===== config.mk =====
export PLATFORM = sky130hd
export DESIGN_NAME = thruster_mix_remap
export DESIGN_NICKNAME = d
export VERILOG_FILES = /design/src/sv/thmr_pkg.sv /design/src/sv/thmr_mix.sv /design/src/sv/thruster_mix_remap.sv
export SDC_FILE = /design/constraint.sdc
export NUM_CORES = 2
export LEC_CHECK = 0
export BUFFER_PORTS_ARGS = -buffer_cell sky130_fd_sc_hd__buf_2
export CORE_MARGIN = 3
export CORE_UTILIZATION = 40
export DETAILED_ROUTE_END_ITERATION = 10
export GPL_TIMING_DRIVEN = 0
export PLACE_DENSITY = 0.68
export SETUP_SLACK_MARGIN = 0.1
export SYNTH_ARGS = -nofsm -noshare
export SYNTH_HDL_FRONTEND = slang
export SYNTH_SLANG_ARGS = --single-unit
export TNS_END_PERCENT = 5

===== constraint.sdc =====
create_clock -name clk_i -period 19.45 [get_ports clk_i]
set_input_delay 3.89 -clock clk_i [delete_from_list [all_inputs] [get_ports clk_i]]
set_output_delay 3.89 -clock clk_i [all_outputs]
set_load 0.01 [all_outputs]

===== src/sv/thmr_pkg.sv =====
package thmr_pkg;

  localparam int CmdW    = 10;
  localparam int RemapW  = 11;
  localparam int MixW    = 14;
  localparam int SpanW   = 10;
  localparam int RcpW    = 17;
  localparam int RcpShift = 24;
  localparam int AccW    = 25;
  localparam int MagW    = 24;
  localparam int QuotW   = 17;
  localparam int MulAW   = 25;
  localparam int MulBW   = 18;
  localparam int ProdW   = MulAW + MulBW;
  localparam int RemW    = 28;
  localparam int OutW    = 16;
  localparam int NumThr  = 5;
  localparam int InDataW = 56;
  localparam int OutDataW = NumThr * OutW;

  localparam logic signed [RemapW-1:0] FwdOutLow = 11'sd0;

  typedef enum logic [2:0] {
    RegBase      = 3'd0,
    RegFwdTrim   = 3'd1,
    RegPitchTrim = 3'd2,
    RegYawTrim   = 3'd3,
    RegRollTrim  = 3'd4,
    RegRevLow    = 3'd5,
    RegRevHigh   = 3'd6,
    RegFwdHigh   = 3'd7
  } reg_idx_e;

  typedef enum logic [2:0] {
    ThrDown   = 3'd0,
    ThrPortUp = 3'd1,
    ThrStbdUp = 3'd2,
    ThrPort   = 3'd3,
    ThrStbd   = 3'd4
  } thr_e;

  typedef struct packed {
    logic signed [CmdW-1:0]   base_command;
    logic signed [CmdW-1:0]   forward_trim;
    logic signed [CmdW-1:0]   pitch_trim;
    logic signed [CmdW-1:0]   yaw_trim;
    logic signed [CmdW-1:0]   roll_trim;
    logic signed [RemapW-1:0] reverse_low;
    logic signed [RemapW-1:0] reverse_high;
    logic signed [RemapW-1:0] forward_high;
  } cfg_t;

  typedef struct packed {
    logic signed [CmdW-1:0] ascent;
    logic signed [CmdW-1:0] pitch_cmd;
    logic signed [CmdW-1:0] roll_cmd;
    logic signed [CmdW-1:0] forward_cmd;
    logic signed [CmdW-1:0] yaw_cmd;
  } cmd_t;

  function automatic logic [SpanW-1:0] thr_span(thr_e t);
    logic [SpanW-1:0] s;
    case (t)
      ThrDown:              s = 10'd250;
      ThrPortUp, ThrStbdUp: s = 10'd325;
      ThrPort, ThrStbd:     s = 10'd300;
      default:              s = 10'd250;
    endcase
    return s;
  endfunction

  // floor(2^24 / span)
  function automatic logic [RcpW-1:0] thr_recip(thr_e t);
    logic [RcpW-1:0] r;
    case (t)
      ThrDown:              r = 17'd67108;
      ThrPortUp, ThrStbdUp: r = 17'd51622;
      ThrPort, ThrStbd:     r = 17'd55924;
      default:              r = 17'd67108;
    endcase
    return r;
  endfunction

endpackage


===== src/sv/thmr_mix.sv =====
module thmr_mix (
  input  thmr_pkg::cfg_t                  cfg_i,
  input  thmr_pkg::cmd_t                  cmd_i,
  input  thmr_pkg::thr_e                  thr_i,
  input  logic                            locked_i,
  output logic signed [thmr_pkg::MixW-1:0] mix_o
);
  import thmr_pkg::*;

  logic signed [MixW-1:0] base, asc, pit, rol, fwd, yaw;
  logic signed [MixW-1:0] ptr, rtr, ftr, ytr;
  logic signed [MixW-1:0] pdiff, half;
  logic signed [MixW-1:0] mix;

  assign base = MixW'(cfg_i.base_command);
  assign ptr  = MixW'(cfg_i.pitch_trim);
  assign rtr  = MixW'(cfg_i.roll_trim);
  assign ftr  = MixW'(cfg_i.forward_trim);
  assign ytr  = MixW'(cfg_i.yaw_trim);
  assign asc  = MixW'(cmd_i.ascent);
  assign pit  = MixW'(cmd_i.pitch_cmd);
  assign rol  = MixW'(cmd_i.roll_cmd);
  assign fwd  = MixW'(cmd_i.forward_cmd);
  assign yaw  = MixW'(cmd_i.yaw_cmd);

  // halve toward zero
  assign pdiff = pit - ptr;
  assign half  = (pdiff + MixW'($signed({1'b0, pdiff[MixW-1]}))) >>> 1;

  always_comb begin
    case (thr_i)
      ThrDown:   mix = base + asc + (pit + ptr);
      ThrPortUp: mix = base - asc + (rol - rtr) - half;
      ThrStbdUp: mix = base - asc + (rol + rtr) - half;
      ThrPort:   mix = base + (fwd - ftr) + (yaw - ytr);
      ThrStbd:   mix = base + (fwd + ftr) - (yaw + ytr);
      default:   mix = '0;
    endcase
  end

  assign mix_o = locked_i ? '0 : mix;

endmodule


===== src/sv/thruster_mix_remap.sv =====
// Five-thruster mixer with per-drive linear remap. For each command beat,
// each of the five drives passes in turn through the steps of a sequencer
// around a single 25x18 multiplier (mix, slope product, offset product, sum,
// reciprocal multiply, quotient check, correction), and a last step hands the
// five drives to the output register. s_axis_tready is high only while the
// sequencer is idle, so a new beat is not taken until the last one has been
// handed to the output register. A finished result waits there, so the next
// command beat is taken while it is pending; the sequencer holds in its last
// step only while that register is still full.
module thruster_mix_remap (
  input  logic                              clk_i,
  input  logic                              rst_ni,
  input  logic                              s_axis_tvalid,
  output logic                              s_axis_tready,
  // ascent, pitch_cmd, roll_cmd, forward_cmd, yaw_cmd, lock_flag, zero pad
  input  logic [thmr_pkg::InDataW-1:0]      s_axis_tdata,
  // mode
  input  logic [0:0]                        s_axis_tuser,
  output logic                              m_axis_tvalid,
  input  logic                              m_axis_tready,
  // down_drive, port_up_drive, stbd_up_drive, port_drive, stbd_drive
  output logic [thmr_pkg::OutDataW-1:0]     m_axis_tdata,
  input  logic                              cfg_we_i,
  input  logic [2:0]                        cfg_idx_i,
  input  logic [thmr_pkg::RemapW-1:0]       cfg_wdata_i
);
  import thmr_pkg::*;

  typedef enum logic [8:0] {
    StIdle = 9'b000000001,
    StMix  = 9'b000000010,
    StMa   = 9'b000000100,
    StMb   = 9'b000001000,
    StSum  = 9'b000010000,
    StRcp  = 9'b000100000,
    StChk  = 9'b001000000,
    StFix  = 9'b010000000,
    StDone = 9'b100000000
  } state_e;

  state_e                   state_q;
  thr_e                     thr_q;
  logic                     locked_q;
  cfg_t                     cfg_q;
  cmd_t                     cmd_q;
  logic signed [MixW-1:0]   mix_q;
  logic signed [ProdW-1:0]  prod_q;
  logic signed [AccW-1:0]   acc_q;
  logic                     nsign_q;
  logic [MagW-1:0]          mag_q;
  logic [QuotW-1:0]         q_q;
  logic [OutW-1:0]          res_q [NumThr];
  logic [OutDataW-1:0]      out_data_q;
  logic                     out_valid_q;

  logic signed [MixW-1:0]   mix;
  logic [SpanW-1:0]         span;
  logic signed [MulAW-1:0]  mul_a;
  logic signed [MulBW-1:0]  mul_b;
  logic signed [ProdW-1:0]  prod;
  logic                     neg;
  logic signed [AccW-1:0]   sum;
  logic [RemW-1:0]          rem;
  logic [QuotW:0]           qf;
  logic [OutW-1:0]          res;
  logic                     in_beat;
  logic                     out_free;

  thmr_mix u_mix (
    .cfg_i    (cfg_q),
    .cmd_i    (cmd_q),
    .thr_i    (thr_q),
    .locked_i (locked_q),
    .mix_o    (mix)
  );

  assign s_axis_tready = (state_q == StIdle);
  assign in_beat       = s_axis_tvalid && s_axis_tready;
  assign out_free      = !out_valid_q || m_axis_tready;
  assign m_axis_tvalid = out_valid_q;
  assign m_axis_tdata  = out_data_q;

  assign span = thr_span(thr_q);
  assign neg  = mix_q[MixW-1];

  always_comb begin
    mul_a = '0;
    mul_b = '0;
    unique case (state_q)
      StMa: begin
        mul_a = neg ? MulAW'(mix_q) + MulAW'($signed({1'b0, span})) : MulAW'(mix_q);
        mul_b = neg ? MulBW'(cfg_q.reverse_high) - MulBW'(cfg_q.reverse_low)
                    : MulBW'(cfg_q.forward_high) - MulBW'(FwdOutLow);
      end
      StMb: begin
        mul_a = MulAW'($signed({1'b0, span}));
        mul_b = neg ? MulBW'(cfg_q.reverse_low) : MulBW'(FwdOutLow);
      end
      StRcp: begin
        mul_a = $signed({1'b0, mag_q});
        mul_b = $signed({1'b0, thr_recip(thr_q)});
      end
      StChk: begin
        mul_a = $signed({(MulAW-QuotW)'(0), prod_q[RcpShift+QuotW-1:RcpShift]});
        mul_b = $signed({(MulBW-SpanW)'(0), span});
      end
      default: begin
        mul_a = '0;
        mul_b = '0;
      end
    endcase
  end

  assign prod = mul_a * mul_b;
  assign sum  = acc_q + $signed(prod_q[AccW-1:0]);
  assign rem  = {(RemW-MagW)'(0), mag_q} - prod_q[RemW-1:0];
  assign qf   = {1'b0, q_q} + (QuotW+1)'(rem >= {(RemW-SpanW)'(0), span});

  always_comb begin
    if (!nsign_q) begin
      res = (qf > (QuotW+1)'(32767)) ? 16'h7fff : qf[OutW-1:0];
    end else begin
      res = (qf > (QuotW+1)'(32768)) ? 16'h8000 : OutW'(-qf);
    end
  end

  always_ff @(posedge clk_i or negedge rst_ni) begin
    if (!rst_ni) begin
      cfg_q.base_command <= '0;
      cfg_q.forward_trim <= '0;
      cfg_q.pitch_trim   <= '0;
      cfg_q.yaw_trim     <= '0;
      cfg_q.roll_trim    <= '0;
      cfg_q.reverse_low  <= -11'sd100;
      cfg_q.reverse_high <= '0;
      cfg_q.forward_high <= 11'sd100;
    end else if (cfg_we_i) begin
      unique case (reg_idx_e'(cfg_idx_i))
        RegBase:      cfg_q.base_command <= $signed(cfg_wdata_i[CmdW-1:0]);
        RegFwdTrim:   cfg_q.forward_trim <= $signed(cfg_wdata_i[CmdW-1:0]);
        RegPitchTrim: cfg_q.pitch_trim   <= $signed(cfg_wdata_i[CmdW-1:0]);
        RegYawTrim:   cfg_q.yaw_trim     <= $signed(cfg_wdata_i[CmdW-1:0]);
        RegRollTrim:  cfg_q.roll_trim    <= $signed(cfg_wdata_i[CmdW-1:0]);
        RegRevLow:    cfg_q.reverse_low  <= $signed(cfg_wdata_i);
        RegRevHigh:   cfg_q.reverse_high <= $signed(cfg_wdata_i);
        RegFwdHigh:   cfg_q.forward_high <= $signed(cfg_wdata_i);
      endcase
    end
  end

  always_ff @(posedge clk_i or negedge rst_ni) begin
    if (!rst_ni) begin
      state_q     <= StIdle;
      thr_q       <= ThrDown;
      locked_q    <= 1'b1;
      out_valid_q <= 1'b0;
    end else begin
      if (state_q == StDone && out_free) begin
        out_valid_q <= 1'b1;
      end else if (m_axis_tready) begin
        out_valid_q <= 1'b0;
      end
      unique case (state_q)
        StIdle: begin
          if (in_beat) begin
            if (s_axis_tuser[0]) begin
              locked_q <= s_axis_tdata[5*CmdW];
            end
            thr_q   <= ThrDown;
            state_q <= StMix;
          end
        end
        StMix: state_q <= StMa;
        StMa:  state_q <= StMb;
        StMb:  state_q <= StSum;
        StSum: state_q <= StRcp;
        StRcp: state_q <= StChk;
        StChk: state_q <= StFix;
        StFix: begin
          if (thr_q == ThrStbd) begin
            state_q <= StDone;
          end else begin
            thr_q   <= thr_e'(thr_q + 3'd1);
            state_q <= StMix;
          end
        end
        StDone: begin
          if (out_free) begin
            state_q <= StIdle;
          end
        end
      endcase
    end
  end

  always_ff @(posedge clk_i) begin
    if (in_beat) begin
      if (s_axis_tuser[0]) begin
        cmd_q <= '0;
      end else begin
        cmd_q.ascent      <= $signed(s_axis_tdata[CmdW-1:0]);
        cmd_q.pitch_cmd   <= $signed(s_axis_tdata[2*CmdW-1:CmdW]);
        cmd_q.roll_cmd    <= $signed(s_axis_tdata[3*CmdW-1:2*CmdW]);
        cmd_q.forward_cmd <= $signed(s_axis_tdata[4*CmdW-1:3*CmdW]);
        cmd_q.yaw_cmd     <= $signed(s_axis_tdata[5*CmdW-1:4*CmdW]);
      end
    end
    if (state_q == StMix) begin
      mix_q <= mix;
    end
    if (state_q == StMa || state_q == StMb || state_q == StRcp || state_q == StChk) begin
      prod_q <= prod;
    end
    if (state_q == StMb) begin
      acc_q <= $signed(prod_q[AccW-1:0]);
    end
    if (state_q == StSum) begin
      nsign_q <= sum[AccW-1];
      mag_q   <= MagW'(sum[AccW-1] ? -sum : sum);
    end
    if (state_q == StChk) begin
      q_q <= prod_q[RcpShift+QuotW-1:RcpShift];
    end
    if (state_q == StFix) begin
      res_q[thr_q] <= res;
    end
    if (state_q == StDone && out_free) begin
      out_data_q <= {res_q[4], res_q[3], res_q[2], res_q[1], res_q[0]};
    end
  end

endmodule


==> impl_metrics.py <==
metrics = {
    "sta": {
        "period_share_pct": 70.31,
        "maxSlewViolCount": 0,
        "slew_headroom_pct": 8.067,
        "hold_ws_ps": 414.9,
        "setup_viol": 0,
        "worst_slew_pin_slew_ps": 1370,
        "clock_skew_ps": 40.26,
        "period_minus_slack_ps": 13670,
        "rsz0062_at_grt": "no",
        "hold_viol_final": 0,
        "setup_tns_ps": 0,
        "fin_ws_ps": 5775,
        "fmax_mhz": 73.13,
    },
    "clock_tree": {
        "clock-sinks": 429,
        "ctsResizeCount": 0,
        "path_clk_slew_ps": 70,
        "cts_htree_levels": 2,
        "insertion_delay_ps": 620,
        "cts_hold_buf": 0,
        "cts_root_buffer": "clkbuf_16",
        "cts_buffers": 45,
        "cts_buffer_depth": 3,
        "cts_tree": "done",
        "cts_setup_buffers": 0,
    },
    "min_path": {
        "hp-class": "reg -> reg",
    },
    "place": {
        "io_buffers": 150,
        "post-place-cells": 5844,
        "dpl_worst_slack_ps": 6157,
        "place_congestion": 0.9646,
        "place_area_sq_um": 45210,
        "hpwl_mm": 95.34,
    },
    "logic_synthesis": {
        "syn_inst": 4291,
        "synthAdderAreaFrac_pct": 33.35,
        "synthMuxAreaShare_pct": 1.693,
        "ys_seq_elements": 429,
        "synth-xor-area-share_pct": 5.553,
        "synth_top_family_by_area": "adder cells",
        "synthSimpleGateAreaFrac_pct": 11.18,
        "async_reset_ff_share_pct": 22.61,
        "synth-edff-count": 332,
        "syn-num-nets": 5207,
        "synth_compound_area_share_pct": 10.73,
        "yosysWarnings": 0,
        "synthDistinctLibCells": 82,
        "yosysSeqAreaShare_pct": 29.25,
        "ys.flop_type": "edfxtp_1",
        "synth_area_sq_um": 42430,
        "syn_area_per_cell_sq_um": 9.888,
    },
    "cells_and_area": {
        "nNetsFinal": 5427,
        "final_util_pct": 44.86,
        "seqCellArea_sq_um": 12410,
        "fin_cells": 5929,
        "area_growth_pct": 10.35,
        "final_common_cell": "inv_1",
        "final_cell_area_sq_um": 46820,
        "layout_common_cells": "822 x inv_1, 485 x fa_1, 400 x nand2_1",
        "fillers": 9791,
        "layout-drive-gt1-share_pct": 7.938,
        "multi_input_area_sq_um": 26580,
    },
    "detailed_routing": {
        "first_pass_iters": 9,
        "drt-initial-drc-count": 2422,
        "route.detailed.wl_per_inst_um": 19.39,
        "drcViolationCount": 0,
        "ant_nets": 0,
        "via_per_inst": 5.255,
        "wl_mm": 115.0,
        "vias": 31160,
    },
    "outcome": {
        "status": "completed",
    },
    "setup_path": {
        "worstPathArrival_ps": 14010,
        "end_kind": "register",
        "critPathLaunchType": "register",
        "cpMaxStageDelayCell": "o31ai_1",
        "cp_data_required_time_ps": 19780,
        "path_max_fanout": 11,
        "cp_common_cell": "inv_1",
        "critPathMaxStageDelay_ps": 1010,
        "crit_type": "reg -> reg",
    },
    "power": {
        "finalPower_mw": 4.804,
        "cellLeakagePower_nw": 20.79,
        "max-vdd-ir-drop_v": 0.00009800,
        "power.density_nw_per_um2": 102.6,
    },
    "floorplanning": {
        "die-height_um": 331.7,
        "die_width_um": 331.7,
        "rows": 118,
        "coreArea_sq_um": 104400,
        "die-area_sq_um": 110000,
        "io_pins": 158,
        "start_util_pct": 40.65,
    },
    "grt": {
        "overflow": 0,
        "first_global_vias": 32200,
        "antenna_found_initial": 3,
        "grt_usage_pct": 21.10,
        "grt_max_degree": 66,
        "grt_first_pass_wirelength_mm": 182.4,
    },
    "flow_run": {
        "cap_violations": 0,
    },
}
[logic make-up after synthesis]
family,count (synthesis)
xor+xnor,269
flops,429
mux,65
compound gates,711
simple gates,1047
fa+ha+maj,840
buf+inv,930
[report_power, final]
| part | internal [mW] | switching [mW] |
|---|---|---|
| combinational | 1.10 | 1.53 |
| clock | 0.542 | 0.391 |
| sequential | 1.16 | 0.0830 |
| total | 2.80 | 2.01 |
[worst max-delay path, delay by kind of cell, from the launching register on]
kind	cells	cell delay, ps
AND/OR/NAND/NOR	5	1750
XOR/XNOR	2	260
multiplexers	1	130
buffers and inverters	10	2520
flip-flops	1	390
adder cells (fa/ha/maj)	9	4010
AO/OA/AOI/OAI	11	4300
[sequential cells by signal (all words and copies together) (netlist names)]
| register | flops |
|---|---|
| mag_q | 24 |
| m_axis_tdata | 80 |
| thr_q | 3 |
| mix_q | 14 |
| m_axis_tvalid | 1 |
| acc_q | 25 |
| nsign_q | 1 |
| prod_q | 41 |
| res_q | 80 |
| q_q | 17 |
| cmd_q | 50 |
| state_q | 9 |
| locked_q | 1 |
| cfg_q | 83 |
[cell type report]
| class | instances | share of cell area [%] |
|---|---|---|
| multi-input combinational | 2932 | 56.77 |
| sequential | 429 | 26.51 |
| inverter | 825 | 6.614 |
| tap | 1380 | 3.688 |
| clock buffer | 57 | 2.565 |
| timing repair buffer | 173 | 2.111 |
| clock inverter | 27 | 0.8792 |
| buffer | 105 | 0.8578 |
| antenna | 1 | 0.005344 |
[worst paths after layout]
path | endpoint | depth (start not counted) | slack, ps | start
max | prod_q[40] | 38 | 5780 | thr_q[2]
min | m_axis_tdata[51] | 0 | 410 | res_q[3][3]
max reg2reg | prod_q[40] | 38 | 5780 | thr_q[2]
min reg2reg | m_axis_tdata[51] | 0 | 410 | res_q[3][3]
max in group asynchronous | cfg_q[29] | 2 | 15420 | rst_ni
min in group asynchronous | cfg_q[60] | 1 | 3240 | rst_ni
[routing by layer]
layer  vias up  track usage (%)  routed length (um)
li1      14430                -                   -
met1     15290            27.67               47540
met2      1161            34.82               53430
met3       271            3.898                9101
met4         2            7.883                4907
met5         -                0                  13
[synthesized netlist by cell type (all sizes together), types with 12 or more instances]
| library cell | n | area, sq um |
|---|---|---|
| and2 | 15 | 93.84 |
| ha | 355 | 4442 |
| or2 | 12 | 77.58 |
| o31ai | 14 | 105.1 |
| buf | 14 | 60.06 |
| mux2 | 54 | 608.1 |
| nor3 | 37 | 190.2 |
| a22oi | 21 | 157.7 |
| nor4 | 18 | 112.6 |
| nand3 | 40 | 200.2 |
| or3 | 17 | 111.4 |
| xnor2 | 197 | 1725 |
| inv | 823 | 3089 |
| fa | 485 | 9709 |
| o21ai | 174 | 870.8 |
| nand2b | 30 | 187.7 |
| o21bai | 57 | 427.9 |
| dfstp | 12 | 315.3 |
| a211oi | 12 | 100.1 |
| a21oi | 203 | 1023 |
| nor2b | 90 | 563.0 |
| a31oi | 22 | 143.9 |
| nor2 | 325 | 1222 |
| and3 | 12 | 75.07 |
| clkbuf | 91 | 341.6 |
| xor2 | 72 | 630.6 |
| o21a | 37 | 277.8 |
| a21o | 65 | 488.0 |
| edfxtp | 332 | 9970 |
| a221oi | 15 | 131.4 |
| nand2 | 400 | 1501 |
| dfrtp | 85 | 2127 |
| nand4 | 12 | 75.07 |
Power figures use the tool's default switching activity.
